File: config.mk
export PLATFORM = sky130hd
export DESIGN_NAME = bezier_curve_evaluator_core
export DESIGN_NICKNAME = d
export VERILOG_FILES = /design/src/rtl/bce_pkg.sv /design/src/rtl/bce_ctrl.sv /design/src/rtl/bce_datapath.sv /design/src/rtl/bezier_curve_evaluator_core.sv
export SDC_FILE = /design/constraint.sdc
export NUM_CORES = 2
export LEC_CHECK = 0
export BUFFER_PORTS_ARGS = -buffer_cell sky130_fd_sc_hd__buf_2
export CAP_MARGIN = 20
export CORE_MARGIN = 10
export CORE_UTILIZATION = 55
export DETAILED_ROUTE_END_ITERATION = 7
export PLACE_DENSITY_LB_ADDON = 0.05
export RECOVER_POWER = 50
export SYNTH_ARGS = -nofsm -noshare
export SYNTH_HDL_FRONTEND = slang
export SYNTH_HIERARCHICAL = 1
export SYNTH_SLANG_ARGS = --single-unit
export TNS_END_PERCENT = 50
File: constraint.sdc
create_clock -name clock -period 12.44 [get_ports clock]
set_input_delay 1.244 -clock clock [delete_from_list [all_inputs] [get_ports clock]]
set_output_delay 1.244 -clock clock [all_outputs]
set_load 0.005 [all_outputs]
File: src/rtl/bce_pkg.sv
// Shared types, constants and the binomial coefficient table for the
// Bezier curve evaluator. Depends on nothing; every other file uses it.
package bce_pkg;

   localparam int MAX_POINTS = 16;
   localparam int PIDX_W     = $clog2(MAX_POINTS);
   localparam int DEG_W      = 4;
   localparam int NPOW       = 1 << DEG_W;
   localparam int COORD_W    = 16;
   localparam int PARAM_W    = 17;
   localparam int FRAC_W     = 24;
   localparam int Q_W        = FRAC_W + 1;
   localparam int BINOM_W    = 13;
   localparam int WB_W       = Q_W + BINOM_W;
   localparam int MUL_A_W    = WB_W + 1;
   localparam int MUL_B_W    = Q_W + 1;
   localparam int MUL_P_W    = MUL_A_W + MUL_B_W;
   localparam int ACC_W      = 48;

   localparam logic [Q_W-1:0]     ONE_Q  = Q_W'(1) << FRAC_W;
   localparam logic [ACC_W-1:0]   HALF_Q = ACC_W'(1) << (FRAC_W - 1);
   localparam logic [PARAM_W-1:0] T_MAX  = PARAM_W'(65536);
   localparam logic [DEG_W-1:0]   DEGREE_RESET = DEG_W'(3);

   typedef enum logic [3:0] {
      OP_NONE,
      OP_LOAD,
      OP_START,
      OP_UPOW,
      OP_WQ,
      OP_WB,
      OP_MX,
      OP_MY,
      OP_TNEXT,
      OP_FINISH
   } op_type;

   typedef enum logic [3:0] {
      ST_IDLE,
      ST_UPOW,
      ST_WQ,
      ST_WB,
      ST_MX,
      ST_MY,
      ST_TNEXT,
      ST_DRAIN,
      ST_HOLD
   } ctl_state_type;

   typedef struct packed {
      op_type           op;
      logic [DEG_W-1:0] idx;
   } cmd_type;

   typedef struct packed {
      logic [DEG_W-1:0] n;
      logic             out_full;
   } status_type;

   // Pascal's triangle, row is the degree and column the point index.
   localparam logic [BINOM_W-1:0] BINOM [NPOW][NPOW] = '{
      '{1,0,0,0,0,0,0,0,0,0,0,0,0,0,0,0},
      '{1,1,0,0,0,0,0,0,0,0,0,0,0,0,0,0},
      '{1,2,1,0,0,0,0,0,0,0,0,0,0,0,0,0},
      '{1,3,3,1,0,0,0,0,0,0,0,0,0,0,0,0},
      '{1,4,6,4,1,0,0,0,0,0,0,0,0,0,0,0},
      '{1,5,10,10,5,1,0,0,0,0,0,0,0,0,0,0},
      '{1,6,15,20,15,6,1,0,0,0,0,0,0,0,0,0},
      '{1,7,21,35,35,21,7,1,0,0,0,0,0,0,0,0},
      '{1,8,28,56,70,56,28,8,1,0,0,0,0,0,0,0},
      '{1,9,36,84,126,126,84,36,9,1,0,0,0,0,0,0},
      '{1,10,45,120,210,252,210,120,45,10,1,0,0,0,0,0},
      '{1,11,55,165,330,462,462,330,165,55,11,1,0,0,0,0},
      '{1,12,66,220,495,792,924,792,495,220,66,12,1,0,0,0},
      '{1,13,78,286,715,1287,1716,1716,1287,715,286,78,13,1,0,0},
      '{1,14,91,364,1001,2002,3003,3432,3003,2002,1001,364,91,14,1,0},
      '{1,15,105,455,1365,3003,5005,6435,6435,5005,3003,1365,455,105,15,1}
   };

endpackage

File: src/rtl/bce_ctrl.sv
// Sequencer for the Bezier curve evaluator: walks the power and weight
// steps, one command per cycle up to its drain state. Uses bce_pkg.
module bce_ctrl (
   input  logic                clock,
   input  logic                reset,
   input  logic                req_valid,
   output logic                req_ready,
   input  logic                req_action,
   input  bce_pkg::status_type status,
   output bce_pkg::cmd_type    cmd
);

   bce_pkg::ctl_state_type       state_ff, state_in;
   logic [bce_pkg::DEG_W-1:0]    idx_ff, idx_in;

   always_ff @(posedge clock) begin
      if (reset) begin
         state_ff <= bce_pkg::ST_IDLE;
         idx_ff   <= '0;
      end else begin
         state_ff <= state_in;
         idx_ff   <= idx_in;
      end
   end

   always_comb begin
      state_in  = state_ff;
      idx_in    = idx_ff;
      req_ready = 1'b0;
      cmd.op    = bce_pkg::OP_NONE;
      cmd.idx   = idx_ff;
      case (state_ff)
         bce_pkg::ST_IDLE: begin
            req_ready = 1'b1;
            if (req_valid) begin
               if (!req_action) begin
                  cmd.op = bce_pkg::OP_LOAD;
               end else begin
                  cmd.op = bce_pkg::OP_START;
                  if (status.n == '0) begin
                     idx_in   = '0;
                     state_in = bce_pkg::ST_WQ;
                  end else begin
                     idx_in   = bce_pkg::DEG_W'(1);
                     state_in = bce_pkg::ST_UPOW;
                  end
               end
            end
         end
         bce_pkg::ST_UPOW: begin
            cmd.op = bce_pkg::OP_UPOW;
            if (idx_ff == status.n) begin
               idx_in   = '0;
               state_in = bce_pkg::ST_WQ;
            end else begin
               idx_in = idx_ff + 1'b1;
            end
         end
         bce_pkg::ST_WQ: begin
            cmd.op   = bce_pkg::OP_WQ;
            state_in = bce_pkg::ST_WB;
         end
         bce_pkg::ST_WB: begin
            cmd.op   = bce_pkg::OP_WB;
            state_in = bce_pkg::ST_MX;
         end
         bce_pkg::ST_MX: begin
            cmd.op   = bce_pkg::OP_MX;
            state_in = bce_pkg::ST_MY;
         end
         bce_pkg::ST_MY: begin
            cmd.op = bce_pkg::OP_MY;
            if (idx_ff == status.n) begin
               state_in = bce_pkg::ST_DRAIN;
            end else begin
               state_in = bce_pkg::ST_TNEXT;
            end
         end
         bce_pkg::ST_TNEXT: begin
            cmd.op   = bce_pkg::OP_TNEXT;
            idx_in   = idx_ff + 1'b1;
            state_in = bce_pkg::ST_WQ;
         end
         bce_pkg::ST_DRAIN: begin
            // The last y product is added to its sum in this cycle.
            state_in = bce_pkg::ST_HOLD;
         end
         bce_pkg::ST_HOLD: begin
            if (!status.out_full) begin
               cmd.op   = bce_pkg::OP_FINISH;
               state_in = bce_pkg::ST_IDLE;
            end
         end
         default: begin
            state_in = bce_pkg::ST_IDLE;
         end
      endcase
   end

endmodule

File: src/rtl/bce_datapath.sv
// Datapath of the Bezier curve evaluator: control point store, power table,
// one shared multiplier, sums and the result register. Uses bce_pkg.
module bce_datapath (
   input  logic                                clock,
   input  logic                                reset,
   input  logic                                csr_valid,
   input  logic [bce_pkg::DEG_W-1:0]           csr_data,
   input  logic [bce_pkg::PIDX_W-1:0]          load_index,
   input  logic signed [bce_pkg::COORD_W-1:0]  load_x,
   input  logic signed [bce_pkg::COORD_W-1:0]  load_y,
   input  logic [bce_pkg::PARAM_W-1:0]         param_t,
   input  logic                                rsp_ready,
   output logic                                rsp_valid,
   output logic signed [bce_pkg::COORD_W-1:0]  curve_x,
   output logic signed [bce_pkg::COORD_W-1:0]  curve_y,
   input  bce_pkg::cmd_type                    cmd,
   output bce_pkg::status_type                 status
);

   logic [bce_pkg::DEG_W-1:0]                degree_ff;
   logic signed [bce_pkg::COORD_W-1:0]       px_ff [bce_pkg::MAX_POINTS];
   logic signed [bce_pkg::COORD_W-1:0]       py_ff [bce_pkg::MAX_POINTS];
   logic [bce_pkg::Q_W-1:0]                  upow_ff [bce_pkg::NPOW];
   logic [bce_pkg::Q_W-1:0]                  tq_ff, uq_ff, tcur_ff, ucur_ff, wq_ff;
   logic [bce_pkg::WB_W-1:0]                 wb_ff;
   logic signed [bce_pkg::ACC_W-1:0]         prod_ff, accx_ff, accy_ff;
   logic                                     addx_ff, addy_ff;
   logic                                     rsp_valid_ff;
   logic signed [bce_pkg::COORD_W-1:0]       curve_x_ff, curve_y_ff;

   logic [bce_pkg::DEG_W-1:0]                n;
   logic [bce_pkg::PARAM_W-1:0]              t_sat;
   logic [bce_pkg::Q_W-1:0]                  tq_in;
   logic [bce_pkg::PIDX_W-1:0]               pidx;
   logic [bce_pkg::DEG_W-1:0]                ridx;
   logic signed [bce_pkg::MUL_A_W-1:0]       mul_a;
   logic signed [bce_pkg::MUL_B_W-1:0]       mul_b;
   logic signed [bce_pkg::MUL_P_W-1:0]       mul_p;
   logic [bce_pkg::Q_W-1:0]                  mul_q;
   logic signed [bce_pkg::ACC_W-1:0]         rnd_x, rnd_y;

   always_comb begin
      if (int'(degree_ff) > bce_pkg::MAX_POINTS - 1) begin
         n = bce_pkg::DEG_W'(bce_pkg::MAX_POINTS - 1);
      end else begin
         n = degree_ff;
      end
   end

   assign t_sat = (param_t > bce_pkg::T_MAX) ? bce_pkg::T_MAX : param_t;
   assign tq_in = bce_pkg::Q_W'(t_sat) << (bce_pkg::FRAC_W - 16);
   assign pidx  = bce_pkg::PIDX_W'(cmd.idx);
   assign ridx  = n - cmd.idx;

   // One shared multiplier; the operands follow the command.
   always_comb begin
      mul_a = '0;
      mul_b = '0;
      case (cmd.op)
         bce_pkg::OP_UPOW: begin
            mul_a = bce_pkg::MUL_A_W'(ucur_ff);
            mul_b = bce_pkg::MUL_B_W'(uq_ff);
         end
         bce_pkg::OP_TNEXT: begin
            mul_a = bce_pkg::MUL_A_W'(tcur_ff);
            mul_b = bce_pkg::MUL_B_W'(tq_ff);
         end
         bce_pkg::OP_WQ: begin
            mul_a = bce_pkg::MUL_A_W'(tcur_ff);
            mul_b = bce_pkg::MUL_B_W'(upow_ff[ridx]);
         end
         bce_pkg::OP_WB: begin
            mul_a = bce_pkg::MUL_A_W'(wq_ff);
            mul_b = bce_pkg::MUL_B_W'(bce_pkg::BINOM[n][cmd.idx]);
         end
         bce_pkg::OP_MX: begin
            mul_a = bce_pkg::MUL_A_W'(wb_ff);
            mul_b = bce_pkg::MUL_B_W'(px_ff[pidx]);
         end
         bce_pkg::OP_MY: begin
            mul_a = bce_pkg::MUL_A_W'(wb_ff);
            mul_b = bce_pkg::MUL_B_W'(py_ff[pidx]);
         end
         default: begin
            mul_a = '0;
            mul_b = '0;
         end
      endcase
   end

   assign mul_p = mul_a * mul_b;
   assign mul_q = mul_p[bce_pkg::FRAC_W+bce_pkg::Q_W-1:bce_pkg::FRAC_W];

   // Floor of the sum plus one half; the low bits of the integer part are kept.
   assign rnd_x = accx_ff + bce_pkg::HALF_Q;
   assign rnd_y = accy_ff + bce_pkg::HALF_Q;

   always_ff @(posedge clock) begin
      if (reset) begin
         degree_ff    <= bce_pkg::DEGREE_RESET;
         rsp_valid_ff <= 1'b0;
         addx_ff      <= 1'b0;
         addy_ff      <= 1'b0;
         for (int k = 0; k < bce_pkg::MAX_POINTS; k++) begin
            px_ff[k] <= '0;
            py_ff[k] <= '0;
         end
      end else begin
         if (csr_valid) begin
            degree_ff <= csr_data;
         end
         if (cmd.op == bce_pkg::OP_LOAD && int'(load_index) < bce_pkg::MAX_POINTS) begin
            px_ff[load_index] <= load_x;
            py_ff[load_index] <= load_y;
         end
         addx_ff <= (cmd.op == bce_pkg::OP_MX);
         addy_ff <= (cmd.op == bce_pkg::OP_MY);
         if (cmd.op == bce_pkg::OP_FINISH) begin
            rsp_valid_ff <= 1'b1;
         end else if (rsp_ready) begin
            rsp_valid_ff <= 1'b0;
         end
      end
   end

   always_ff @(posedge clock) begin
      case (cmd.op)
         bce_pkg::OP_START: begin
            tq_ff      <= tq_in;
            uq_ff      <= bce_pkg::ONE_Q - tq_in;
            tcur_ff    <= bce_pkg::ONE_Q;
            ucur_ff    <= bce_pkg::ONE_Q;
            upow_ff[0] <= bce_pkg::ONE_Q;
         end
         bce_pkg::OP_UPOW: begin
            ucur_ff          <= mul_q;
            upow_ff[cmd.idx] <= mul_q;
         end
         bce_pkg::OP_TNEXT: begin
            tcur_ff <= mul_q;
         end
         bce_pkg::OP_WQ: begin
            wq_ff <= mul_q;
         end
         bce_pkg::OP_WB: begin
            wb_ff <= mul_p[bce_pkg::WB_W-1:0];
         end
         bce_pkg::OP_MX, bce_pkg::OP_MY: begin
            prod_ff <= mul_p[bce_pkg::ACC_W-1:0];
         end
         bce_pkg::OP_FINISH: begin
            curve_x_ff <= rnd_x[bce_pkg::FRAC_W+bce_pkg::COORD_W-1:bce_pkg::FRAC_W];
            curve_y_ff <= rnd_y[bce_pkg::FRAC_W+bce_pkg::COORD_W-1:bce_pkg::FRAC_W];
         end
         default: begin
         end
      endcase
      if (cmd.op == bce_pkg::OP_START) begin
         accx_ff <= '0;
         accy_ff <= '0;
      end else begin
         if (addx_ff) begin
            accx_ff <= accx_ff + prod_ff;
         end
         if (addy_ff) begin
            accy_ff <= accy_ff + prod_ff;
         end
      end
   end

   assign rsp_valid       = rsp_valid_ff;
   assign curve_x         = curve_x_ff;
   assign curve_y         = curve_y_ff;
   assign status.n        = n;
   assign status.out_full = rsp_valid_ff && !rsp_ready;

endmodule

File: src/rtl/bezier_curve_evaluator_core.sv
// Top level of the Bezier curve evaluator: joins the sequencer and the
// datapath. Uses bce_pkg, bce_ctrl and bce_datapath.
//
//   channel  ports   direction  carries
//   req      req_*   in         load of a control point, or evaluate at t
//   rsp      rsp_*   out        one curve point per evaluate
//   csr      csr_*   in         curve degree
//
// An evaluate uses the single shared multiplier to form each power, weight
// and weighted coordinate in turn. Reset clears the control points and sets
// the degree to 3. A finished result waits in its output register; loads go
// on meanwhile and the next evaluate stalls only at its end until that
// register is free.
module bezier_curve_evaluator_core (
   input  logic                                clock,
   input  logic                                reset,
   input  logic                                req_valid,
   output logic                                req_ready,
   input  logic                                req_action,
   input  logic [3:0]                          req_point_index,
   input  logic signed [bce_pkg::COORD_W-1:0]  req_coord_x,
   input  logic signed [bce_pkg::COORD_W-1:0]  req_coord_y,
   input  logic [bce_pkg::PARAM_W-1:0]         req_param_t,
   output logic                                rsp_valid,
   input  logic                                rsp_ready,
   output logic signed [bce_pkg::COORD_W-1:0]  rsp_curve_x,
   output logic signed [bce_pkg::COORD_W-1:0]  rsp_curve_y,
   input  logic                                csr_valid,
   output logic                                csr_ready,
   input  logic [bce_pkg::DEG_W-1:0]           csr_data
);

   bce_pkg::cmd_type            cmd;
   bce_pkg::status_type         status;
   logic [bce_pkg::PIDX_W-1:0]  load_index;
   logic                        load_hit;
   logic                        load_valid;

   assign csr_ready = 1'b1;

   // Indexes beyond the store are dropped by turning the load into a no-op.
   assign load_hit   = int'(req_point_index) < bce_pkg::MAX_POINTS;
   assign load_index = bce_pkg::PIDX_W'(req_point_index);
   assign load_valid = req_valid && (req_action || load_hit);

   bce_ctrl u_ctrl (
      .clock      (clock),
      .reset      (reset),
      .req_valid  (req_valid),
      .req_ready  (req_ready),
      .req_action (req_action),
      .status     (status),
      .cmd        (cmd)
   );

   bce_datapath u_datapath (
      .clock      (clock),
      .reset      (reset),
      .csr_valid  (csr_valid),
      .csr_data   (csr_data),
      .load_index (load_index),
      .load_x     (req_coord_x),
      .load_y     (req_coord_y),
      .param_t    (req_param_t),
      .rsp_ready  (rsp_ready),
      .rsp_valid  (rsp_valid),
      .curve_x    (rsp_curve_x),
      .curve_y    (rsp_curve_y),
      .cmd        (load_valid || cmd.op != bce_pkg::OP_LOAD ? cmd
                   : bce_pkg::cmd_type'{op: bce_pkg::OP_NONE, idx: cmd.idx}),
      .status     (status)
   );

endmodule

; Word-level counts from Yosys, hierarchy flattened
; Memory sizes are Yosys's and may differ from the RTL's.
; Index checks and enable logic that the tools add are counted.
[word_totals]
regBits = 346
wordCells = 121
output_inout_bits = 35
mem_bits_ro = 3328
in_bits = 63
ram_bits = 912
memories = 4
[mem_list]
columns = name, words, word_bits, rd, rd_ports_with_merged_regs, write_ports, line
row1 = (name not given), 16, 208, 1, 0, 0, bce_datapath.sv:74  ; mul_b = bce_pkg::MUL_B_W'(bce_pkg::BINOM[n][cmd.idx]);
row2 = u_datapath.upow_ff, 16, 25, 1, 0, 1, bce_datapath.sv:23  ; logic [bce_pkg::Q_W-1:0] upow_ff [bce_pkg::NPOW];
row3 = u_datapath.px_ff, 16, 16, 1, 0, 16, bce_datapath.sv:21  ; logic signed [bce_pkg::COORD_W-1:0] px_ff [bce_pkg::MAX_POINTS];
row4 = u_datapath.py_ff, 16, 16, 1, 0, 16, bce_datapath.sv:22  ; logic signed [bce_pkg::COORD_W-1:0] py_ff [bce_pkg::MAX_POINTS];
[classes]
n_lt_le_gt_ge = 3
addsub = 7
n_reduce_logical = 16
bitwise_logic = 2
n_mul = 1
eq_ne = 23
n_mux = 48
[op_table]
columns = op, n
row1 = 2-to-1 mux 208 bit, 2
row2 = one-hot mux 26 bit (6 select lines), 1
row3 = one-hot mux 38 bit (4 select lines), 1
row4 = one-hot mux 25 bit (2 select lines), 2
row5 = adder 48 bit, 2
row6 = "adder 40 x 24 -> 40 bit, second input constant", 2
row7 = binary-select mux 13 bit (select 4 bit), 1
row8 = multiplier 39 x 26 -> 49 bit, 1
row9 = 2-to-1 mux 4 bit, 12
row10 = one-hot mux 4 bit (9 select lines), 1
row11 = "equality test 4 x 3 -> 1 bit, second input constant", 8
row12 = 2-to-1 mux 16 bit, 2
row13 = one-hot mux 4 bit (8 select lines), 1
row14 = OR reduction 16 bit, 2
row15 = 2-to-1 mux 13 bit, 2
row16 = 2-to-1 mux 25 bit, 1
row17 = OR reduction 25 bit, 1
row18 = "subtractor 25 bit, first input constant", 1
row19 = "greater-than comparator 17 bit, second input constant", 1
row20 = 2-to-1 mux 1 bit, 17
row21 = 2-to-1 mux 17 bit, 1
row22 = "equality test 4 x 2 -> 1 bit, second input constant", 4
row23 = "equality test 4 bit, second input constant", 3
row24 = one-hot mux 4 bit (3 select lines), 1
row25 = 20 further kinds, 30

; Longest topological paths before layout
[depth]
word_depth = 14
mapped_depth = 46
depth_no_buf = 39

; Modules after synthesis
; Netlist, hierarchy kept.
[modules_own_cells]
columns = module, cells_each, n_inst, area_each_um2, seq_area_each_um2
row1 = bce_datapath, 7154, 1, 83312.4, 35674.2
row2 = bce_ctrl, 84, 1, 645.6, 160.2
row3 = bezier_curve_evaluator_core, 6, 1, 33.8, 0.0

; Least setup slack after synthesis
; OpenSTA, ideal clock, no wires.
[synth_timing]
path_kind = input to register
from = in req_valid
to = reg u_datapath/ucur_ff[17] in the netlist's numbering, data pin
arrival_time_ps = 11134
setup_ps = 281
n_path_buf = 5
t_required_ps = 12159
cell_stages = 37
path_slack_ps = 1025
cell_sequence = a21oi_1 a211oi_1 o41a_1 clkbuf_1 nand4bb_1 inv_2 clkbuf_1 buf_1 nand2_1 nand4_1 clkbuf_1 nand2_1 fa_1 inv_1 fa_1 inv_1 fa_1 fa_1 inv_1 fa_1 fa_1 inv_1 fa_1 inv_1 ha_1 clkbuf_1 a21o_1 a21o_1 a21oi_1 o21ai_0 a21oi_1 o211ai_1 o21ai_0 a21boi_0 a2111oi_0 nor3_1 nor2_1
[synth_lines]
columns = item, line
row1 = from (decl), bezier_curve_evaluator_core.sv:17  ; input logic req_valid,
row2 = to (signal assigned), bce_datapath.sv:132  ; ucur_ff <= bce_pkg::ONE_Q;
row3 = to (signal assigned), bce_datapath.sv:136  ; ucur_ff <= mul_q;
row4 = to (decl), bce_datapath.sv:24  ; logic [bce_pkg::Q_W-1:0] tq_ff, uq_ff, tcur_ff, ucur_ff, wq_ff;

; Final worst setup path
[layout_timing]
from = reg u_ctrl/idx_ff[0] in the netlist's numbering
to = mem u_datapath/upow_ff[5][24] in the netlist's numbering, data pin
[layout_between]
elab_chain_len = 8
elab_cells_between_ends = 12
cone_classes = add/sub: 1 / mul: 1 / mux: 6 / bitwise: 1 / memory: 3
[layout_rtl]
columns = item, line
row1 = from (decl), bce_ctrl.sv:14  ; logic [bce_pkg::DEG_W-1:0] idx_ff, idx_in;
row2 = from (signal assigned), bce_ctrl.sv:22  ; idx_ff <= idx_in;
row3 = 2-to-1 mux 8 bit *, bezier_curve_evaluator_core.sv:69  ; .cmd (load_valid || cmd.op != bce_pkg::OP_LOAD ? cmd
row4 = "parallel branches: the longest is 4 deep, another holds memory (16 x 25 bit)", n/a
row5 = one-hot mux 26 bit (6 select lines) *, bce_datapath.sv:59  ; case (cmd.op)
row6 = multiplier 39 x 26 -> 49 bit *, bce_datapath.sv:91  ; assign mul_p = mul_a * mul_b;
row7 = 2-to-1 mux 25 bit (no source line) *, n/a
row8 = to (decl), bce_datapath.sv:23
; Mark *: on every way between the ends. The select of a mux whose other input is x is not followed.

==> results.md <==
- Post-DRT Antenna Nets: 0
- Initial DRC count: 5,601
- Synthesis Warnings: 6
- Netlist cell types: 87
- Mapped Nets: 8,336
- Setup-failing EPs final: 0
- Die Area: 0.1687 mm^2
- Clock tree buffer depth: 3
- Final nets: 8,413
- Async SR Flop Fraction: 0%
- Pwr Density: 132.9 mW/mm^2
- Seq cells post-synth: 1,225
- Max Cap Violations: 40
- Slowest stage cell, crit path: and4_1
- Number of post-CTS setup repair buffers: 0
- Area contributors post-synth: edfxtp_1 (40%), fa_1 (18%), mux4_2 (6.6%)
- Critical path endpoint category: flip-flop
- Vias in the first global route: 56,910
- Most common cell after layout, fill and taps aside: edfxtp_1
- Starting Density: 55.29%
- Post-synth top area share: 40.40%
- Worst-path fanout max: 17
- Clock latency on the worst-skew pair: 0.79 ns
- Die Height: 410.8 um
- Most frequent cells in the layout: edfxtp_1 (1,130), inv_1 (1,028), nand2_1 (793)
- Pre-antenna DRT Iters: 6
- Die X: 410.8 um
- Slew margin rel.: -153.6%
- Total power: 12.22 mW
- Setup Skew: 0.07099 ns
- Final Hold Vio Count: 0
- Via count: 56,675
- Clk slew on worst S/H paths: 0.06 ns
- Critical Path RT: 12.79 ns
- WS Path Type: flip-flop to flip-flop
- Worst vdd ir: 143.2 uV
- Worst Path Arrival: 12.16 ns
- TritonCTS clock tree: yes
- Sinks on the clock net: 1,225
- Post_cts resized: 0
- # IOs: 98
- Static Leak: 38.00 nW
- Largest net degree at the start of global routing: 106
- F_max: 84.69 MHz
- Area Overhead vs Synth: 9.488%
- Dpl hpwl: 186,700 um
- Cell taking the most area after synthesis: edfxtp_1
- Sequential share of the synthesized area: 42.66%
- Post-Synthesis Cell Area: 0.08399 mm^2
- RSZ-0062 raised after global routing: no
- Post-CTS Hold Fix Bufs: 0
- Clock root cell: clkbuf_16
- Row Count: 143
- Routed length per instance: 27.24 um
- Hold crit path type: flip-flop to flip-flop
- Antenna violations before repair: 21
- Core area: 0.1519 mm^2
- Crit path largest cell delay: 1.03 ns
- Final core occ: 60.54%
- Final Max Slew Viols: 952
- Least-Margin Pin Slew: 3.804 ns
- Remaining DRCs: 0
- First-pass GRT wire length: 379,200 um
- Failing checks: max-capacitance violations, max-slew violations
- Total grt overflow: 0
- Mapped Avg Cell Area: 11.59 um^2
- Vias/cell: 5.990
- Global Route Usage Sum: 30.49%
- Status: complete, but fails checks
- Final period util: 94.92%
- H-tree depth: 4
- Min Tclk post-route: 11.81 ns
- Critical Path Source Type: flip-flop
- Drt total wl: 257,700 um
- Cells after Synth: 7,244
- Placed inst area: 0.08813 mm^2
- Most common flop cell mapped by yosys: edfxtp_1
- Layout cell share with drive strength beyond 1: 10.85%
- Clock buffer count from CTS: 131
- Fin area: 0.09196 mm^2
- Number of synthesized flops with an enable pin: 1,130
- Buffers on Ports: 96
- Final Wtd Congestion: 0.9280
==> synth_stat cells, types with 81 or more instances <==
master,count
dfxtp_1,95
and2_1,566
inv_1,1031
ha_1,265
a21oi_1,177
xnor2_1,120
nor2_1,531
buf_2,82
nand2_1,794
nand3_1,81
fa_1,764
mux4_2,245
o21ai_0,130
mux2i_1,85
clkbuf_1,293
edfxtp_1,1130
==> power by group <==
part	leakage (nW)	internal [mW]	switching [mW]	total (mW)
registers	12.1	4.81	0.0861	4.89
logic	23.8	1.12	2.28	3.41
clock network	2.11	2.22	1.70	3.92
total	38.0	8.15	4.07	12.2
==> sequential cells by signal, indices dropped and copies added, names as in the netlist, 17 cells and up <==
name                cells
u_datapath/tcur_ff     25
u_datapath/wq_ff       25
u_datapath/accx_ff     40
u_datapath/ucur_ff     25
u_datapath/px_ff      256
u_datapath/accy_ff     40
u_datapath/py_ff      256
u_datapath/tq_ff       17
u_datapath/upow_ff    400
u_datapath/prod_ff     40
u_datapath/wb_ff       38
==> cell type report <==
| type | instances | area, um^2 |
|---|---|---|
| antenna | 5 | 12.51 |
| clock buffer | 163 | 3450 |
| clock inverter | 76 | 919.6 |
| fill | 12323 | 59940 |
| inverter | 1035 | 3887 |
| multi-input combinational | 4566 | 42690 |
| sequential | 1225 | 35840 |
| tap | 2030 | 2540 |
| timing repair buffer | 362 | 2615 |
==> layer usage <==
metal	GRT usage (%)	routed length (um)	vias to the layer above
li1	-	-	24396
met1	42.50	103900	29219
met3	6.031	24210	488
met4	11.42	10940	6
met5	0	40	-
met2	47.57	118700	2566
==> per-stage QoR <==
stage / setup slack (ns) / hold slack [ns] / setup TNS [ns] / instances
6_report: 0.6323 / 0.4756 / 0 / 9462
5_1_grt: 0.1312 / 0.5042 / 0 / 9459
4_1_cts: 0.4297 / 0.4760 / 0 / 9453
3_5_place_dp: -0.3452 / 0.4682 / -7.418 / 9214
3_3_place_gp: -0.2487 / 0.4586 / -6.389 / 9204
2_1_floorplan: 1.025 / 0.4446 / 0 / 7244
==> worst max-delay path: cells and delay by family, from the launching register on <==
kind	cells	cell delay, ns
fa+ha+maj	10	4.90
compound gates	9	2.16
simple gates	4	1.59
buf+inv	10	1.13
flops	1	0.71
mux	2	0.61
xor+xnor	1	0.26
==> worst paths after layout <==
kind                                                     startpoint                                   to  slack (ns)  cells past startpoint
worst max-delay path                  u_ctrl/idx_ff[0]$_SDFFE_PP0P_  u_datapath/upow_ff[5][24]$_DFFE_PP_        0.63                     36
worst max register to register        u_ctrl/idx_ff[0]$_SDFFE_PP0P_  u_datapath/upow_ff[5][24]$_DFFE_PP_        0.63                     36
worst min-delay path            u_datapath/accy_ff[20]$_SDFFE_PP0P_  u_datapath/accy_ff[20]$_SDFFE_PP0P_        0.48                      2
worst min register to register  u_datapath/accy_ff[20]$_SDFFE_PP0P_  u_datapath/accy_ff[20]$_SDFFE_PP0P_        0.48                      2
==> cells by family after synthesis <==
family,share of synthesized area (%)
AND/OR/NAND/NOR,13.17
buffers and inverters,6.723
flip-flops,42.66
adder cells (fa/ha/maj),22.16
AO/OA/AOI/OAI,5.558
multiplexers,7.891
XOR/XNOR,1.837
other,0.004465
Note: power is estimated with default switching activity, not from simulation.
